File: src/hdl/philox_counter_rng_draw_top_defines.svh
// Assertion macros shared by the Philox draw pipeline.
// Depends on nothing; included by modules that carry concurrent checks.
`ifndef PHILOX_COUNTER_RNG_DRAW_TOP_DEFINES_SVH
`define PHILOX_COUNTER_RNG_DRAW_TOP_DEFINES_SVH
`ifndef SYNTH
// Same-cycle implication, disabled while in reset.
`define PCTR_ASSERT_NOW(label, clk, rst_n, lhs, rhs) \
    label: assert property (@(posedge clk) disable iff (!rst_n) (lhs) |-> (rhs)) \
        else $error("%m: check failed");
// Next-cycle implication, disabled while in reset.
`define PCTR_ASSERT_NEXT(label, clk, rst_n, lhs, rhs) \
    label: assert property (@(posedge clk) disable iff (!rst_n) (lhs) |=> (rhs)) \
        else $error("%m: check failed");
`else
`define PCTR_ASSERT_NOW(label, clk, rst_n, lhs, rhs)
`define PCTR_ASSERT_NEXT(label, clk, rst_n, lhs, rhs)
`endif
`endif

File: src/hdl/pctr_pkg.sv
// Constants and stage types for the Philox 4x32 draw pipeline.
// No dependencies; used by pctr_round and the top level.
`timescale 1ns / 1ps
package pctr_pkg;

    localparam int ROUNDS_DEFAULT = 10;

    localparam logic [31:0] MUL_A  = 32'hd2511f53;
    localparam logic [31:0] MUL_B  = 32'hcd9e8d57;
    localparam logic [31:0] BUMP_A = 32'h9e3779b9;
    localparam logic [31:0] BUMP_B = 32'hbb67ae85;

    // One pipeline slot: four block words, the round key and the half select.
    typedef struct packed {
        logic        valid;
        logic        half;
        logic [31:0] w0;
        logic [31:0] w1;
        logic [31:0] w2;
        logic [31:0] w3;
        logic [31:0] k0;
        logic [31:0] k1;
    } lane_t;

endpackage

File: src/hdl/pctr_round.sv
// One registered Philox 4x32 round with key bump for the following round.
// Depends on pctr_pkg and philox_counter_rng_draw_top_defines.svh.
`timescale 1ns / 1ps
`include "philox_counter_rng_draw_top_defines.svh"
module pctr_round
(
    input  logic          clk,
    input  logic          rst_n,
    input  pctr_pkg::lane_t src,
    output pctr_pkg::lane_t dst
);

    logic [63:0]     prod_a;
    logic [63:0]     prod_b;
    logic            valid_reg;
    pctr_pkg::lane_t data_next;
    pctr_pkg::lane_t data_reg;

    assign prod_a = {32'd0, pctr_pkg::MUL_A} * {32'd0, src.w0};
    assign prod_b = {32'd0, pctr_pkg::MUL_B} * {32'd0, src.w2};

    always_comb
    begin
        data_next       = src;
        data_next.w0    = prod_b[63:32] ^ src.w1 ^ src.k0;
        data_next.w1    = prod_b[31:0];
        data_next.w2    = prod_a[63:32] ^ src.w3 ^ src.k1;
        data_next.w3    = prod_a[31:0];
        // advance the key; the bump after the last round is never used
        data_next.k0    = src.k0 + pctr_pkg::BUMP_A;
        data_next.k1    = src.k1 + pctr_pkg::BUMP_B;
    end

    always_ff @(posedge clk or negedge rst_n)
    begin
        if (!rst_n)
        begin
            valid_reg <= 1'b0;
        end
        else
        begin
            valid_reg <= src.valid;
        end
    end

    always_ff @(posedge clk)
    begin
        data_reg <= data_next;
    end

    always_comb
    begin
        dst       = data_reg;
        dst.valid = valid_reg;
    end

    `PCTR_ASSERT_NEXT(a_valid_moves, clk, rst_n, src.valid, dst.valid)
    `PCTR_ASSERT_NEXT(a_no_phantom, clk, rst_n, !src.valid, !dst.valid)
    `PCTR_ASSERT_NEXT(a_key_bump, clk, rst_n, src.valid,
        (dst.k0 == $past(src.k0) + pctr_pkg::BUMP_A) && (dst.k1 == $past(src.k1) + pctr_pkg::BUMP_B))

endmodule

File: config.mk
export PLATFORM = sky130hd
export DESIGN_NAME = pctr_round
export DESIGN_NICKNAME = d
export VERILOG_FILES = /design/src/hdl/pctr_pkg.sv /design/src/hdl/pctr_round.sv
export VERILOG_INCLUDE_DIRS = /design/src /design/src/hdl
export SDC_FILE = /design/constraint.sdc
export NUM_CORES = 2
export LEC_CHECK = 0
export BUFFER_PORTS_ARGS = -buffer_cell sky130_fd_sc_hd__buf_2
export CAP_MARGIN = 20
export CORE_ASPECT_RATIO = 1.5
export CORE_MARGIN = 2
export CORE_UTILIZATION = 35
export CTS_CLUSTER_SIZE = 8
export DETAILED_ROUTE_END_ITERATION = 10
export PLACE_DENSITY = 0.63
export SLEW_MARGIN = 40
export SYNTH_ARGS = -nofsm -noshare
export SYNTH_HDL_FRONTEND = slang
export SYNTH_SLANG_ARGS = --single-unit
File: constraint.sdc
create_clock -name clk -period 0.8 [get_ports clk]
set_clock_uncertainty 0.05 [all_clocks]
set_input_delay 0.04 -clock clk [delete_from_list [all_inputs] [get_ports clk]]
set_output_delay 0.04 -clock clk [all_outputs]
set_load 0.01 [all_outputs]
======== After elaboration in Yosys (flattened, before gate mapping) ========
Index checks and enable logic that the tools add are counted.
operators by class
  add/subtract/negate cells ............... 2
  $mul .................................... 2
  divide/modulo/power cells ............... 0
  magnitude comparators ................... 0
  eq/ne operators ......................... 0
  shifts and indexed selects .............. 0
  multiplexer cells ....................... 0
  bitwise logic cells ..................... 4
  reductions and logical operators ........ 0
operators with widths
  cell                    count
  $mul 32x32->64 const A  2
  $xor 32x32->32          4
  $add 32x32->32 const B  2
word-level totals
  register bits after elaboration ......... 194
  latch bits .............................. 0
  memory bits (writable) .................. 0
  bits in read-only memories .............. 0
  input bits .............................. 196
  output and inout bits ................... 194
  logic and storage cells ................. 16
  memories ................................ 0

======== Logic depth before layout (Yosys ltp) ========
  depth after elaboration ................. 3
  mapped depth ............................ 29
  gate-level depth less buffers ........... 28

======== Least setup slack after synthesis ========
No wires, ideal clock.
  path type ............................... input-to-reg
  from .................................... in src[177] in the netlist's numbering
  to ...................................... reg data_reg (netlist bit dst[121])
  library setup time ...................... 0.121 ns
  arrival ................................. 6.530 ns
  required time ........................... 0.629 ns
  setup slack ............................. -5.900 ns
  stages on the path ...................... 24
  path through ............................ fa_1 > inv_1 > fa_1 > inv_1 > fa_1 > inv_1 > fa_1 > inv_1 > fa_1 > fa_1 > fa_1 > fa_1 > ha_1 > clkbuf_1 > a21boi_0 > o21ai_0 > a211oi_1 > a31oi_1 > o31a_1 > a211o_1 > a211oi_1 > nand2b_1 > a21oi_1 > xnor2_1
RTL lines
  element               line              source
  start, declared       pctr_round.sv:9   input pctr_pkg::lane_t src,
  end signal, assigned  pctr_round.sv:48  data_reg <= data_next;
  end, declared         pctr_round.sv:17  pctr_pkg::lane_t data_reg;

==> impl_metrics.env <==
export IMPL_setup_violations_final=371
export IMPL_gr_usage_met1_pct=25.6
export IMPL_synth_compound_area_share_pct=6.73
export IMPL_fp_dieW_um=288
export IMPL_synth_fp_nets=5991
export IMPL_wl_per_cell_um=21.0
export IMPL_fmax_ghz=0.151
export IMPL_drc=0
export IMPL_die_area_um2=123000
export IMPL_crit_type="in2reg"
export IMPL_cp_start_kind="input port"
export IMPL_synth_edf_count=0
export IMPL_synth_top_family_by_area="adder cells"
export IMPL_globalRouteMet2Util_pct=45.9
export IMPL_ys_ff_latch=194
export IMPL_failed_checks="hold timing, setup timing"
export IMPL_tightest_slew_ps=572
export IMPL_grt_antenna_before_repair=19
export IMPL_synthAdderAreaFrac_pct=62.1
export IMPL_synth_ff_type="dfxtp_1"
export IMPL_cp_max_fo=4
export IMPL_slew_violations=0
export IMPL_drv_cap=0
export IMPL_numClockSinks=194
export IMPL_final_common_cell="inv_1"
export IMPL_end_kind="flip-flop"
export IMPL_avgSynthCellArea_um2=10.1
export IMPL_h_tree_depth=4
export IMPL_crit_path_start="src[109]"
export IMPL_rsz0062_at_grt="true"
export IMPL_synth_mux_area_share_pct=0.0474
export IMPL_path_clk_slew_ps=80
export IMPL_core_um2=120000
export IMPL_fin_nets=7558
export IMPL_hold_viol_final=16
export IMPL_drive_above_1_share_pct=35.9
export IMPL_top_usage_layer="met2"
export IMPL_syn2layout_area_growth_pct=42.1
export IMPL_layout_setup_ws_ps=-5810
export IMPL_hp_start="src[33]"
export IMPL_netlist_area_um2=42200
export IMPL_synthSimpleGateAreaFrac_pct=3.91
export IMPL_num_rows=156
export IMPL_grt_pass1_wl_um=228000
export IMPL_viasPerCell=4.68
export IMPL_hold_class="in2reg"
export IMPL_grt_max_degree=19
export IMPL_clk_path_buf_depth=2
export IMPL_finalCritPeriodShare_pct=826
export IMPL_outcome="finished, violations left"
export IMPL_cp_required_ps=1160
export IMPL_io_buffer_count=389
export IMPL_grt_ovfl_total=0
export IMPL_grt_met3_usage_pct=3.66
export IMPL_drtIter0Drc=1213
export IMPL_synth_xor_xnor_area_share_pct=6.39
export IMPL_ys_types=77
export IMPL_cp_arrival_ps=6970
export IMPL_slew_headroom_pct=61.7
export IMPL_vias=34381
export IMPL_grt_pass1_vias=38739
export IMPL_hpwl_um=140000
export IMPL_largest_register_ffs=193
export IMPL_numCtsBuffers=17
export IMPL_antenna_left=0
export IMPL_io_pins=390
export IMPL_cts_root_buf="clkbuf_16"
export IMPL_cts_tree="built"
export IMPL_initial_core_util_pct=35.2
export IMPL_period_needed_ps=6610
export IMPL_async_reset_ff_share_pct=0.515
export IMPL_holdWs_ps=-253
export IMPL_gp_congestion=1.03
export IMPL_final_cell_mix="inv_1, buf_4, fa_1, ha_1, buf_2"
export IMPL_track_usage_pct=25.3
export IMPL_drtPass1Iterations=7
export IMPL_synth_seq_area_share_pct=9.21
export IMPL_ys_warnings_count=0
export IMPL_die_y_um=429
export IMPL_n_fill_cell=10943
export IMPL_wl_um=155000
export IMPL_synthCells=4183
## final timing paths
path                                        to  cells after the start
setup / recovery              dst[191]$_DFF_P_                     28
hold / removal                 dst[33]$_DFF_P_                      2
max in group asynchronous  valid_reg$_DFF_PN0_                      3
min in group asynchronous  valid_reg$_DFF_PN0_                      3
## stage by stage
step | cell area, um2 | worst slack [ps] | utilization [%] | setup TNS (ps) | cells
global route | 60000 | -5960 | 50.0 | -688190 | 7348
floorplan | 44100 | -5660 | - | -557300 | 4183
global placement | 55400 | -6690 | 46.1 | -692280 | 7112
CTS | 58900 | -5810 | 49.0 | -667830 | 7306
finish | 60000 | -5810 | 50.0 | -659620 | 7349
detailed placement | 55400 | -6690 | 46.1 | -694640 | 7112
## logic make-up (layout without fill, tap and decap cells)
kind of cell,count (synthesis),count (layout)
adder cells (fa/ha/maj),1612,1612
buffers and inverters,1290,2870
AO/OA/AOI/OAI,443,443
AND/OR/NAND/NOR,334,334
XOR/XNOR,308,308
flip-flops,194,194
multiplexers,2,2
other,0,6
## Yosys cell counts, drive strengths merged (16+ instances only)
cell    count  area (um2)
a211oi     20         155
a21o       78         589
a21oi     143         731
and3       18         119
clkbuf     24         101
dfxtp     193        3860
fa        805       16100
ha        807       10100
inv      1251        4700
nand2      84         320
nand3      33         165
nand4      25         156
nor2       87         327
nor3       16        85.1
o21a       17         129
o21ai      90         462
o21bai     22         169
xnor2     233        2040
xor2       75         657
## metal layers
metal | share of wire, % | wire length [um] | vias to the layer above
met5 | 0.078 | 120 | -
met4 | 9.4 | 14600 | 18
met3 | 3.7 | 5780 | 413
met2 | 52 | 80800 | 877
met1 | 35 | 53300 | 17084
li1 | - | - | 15989
## critical path, stage by stage
cell and delay [ps]:
buf_8 100, fa_2 510, fa_1 530, inv_2 50, fa_1 510, fa_1 530
inv_2 40, fa_2 610, fa_1 460, fa_1 570, inv_2 50, fa_1 500
inv_2 50, ha_4 210, buf_4 130, buf_6 120, buf_6 110, a21o_1 150
a21o_1 180, a21oi_2 140, o21ai_1 90, a21oi_2 260, o22ai_2 150, o211ai_1 230
buf_4 170, a21o_1 150, and2_4 180, o211ai_1 130
## repair_timing
action,4_1_cts,5_1_grt
pin swaps,194,154
gates resized for setup,316,211
setup buffers,48,43
setup endpoints to repair,359,374
hold endpoints to repair,129,27
hold buffers,122,6
## final cells by class
cell class	instances	area [um2]	area share (%)
Multi-Input combinational cell	2699	36900	61.6
Timing Repair Buffer	1587	11800	19.7
Inverter	1251	4740	7.89
Sequential cell	194	3890	6.48
Tap cell	1580	1980	3.29
Clock buffer	20	467	0.778
Clock inverter	12	138	0.229
Antenna cell	6	15.0	0.0250
Power is not shown: default switching activity piles up to over one toggle a cycle in this logic, so the estimate is an artifact.
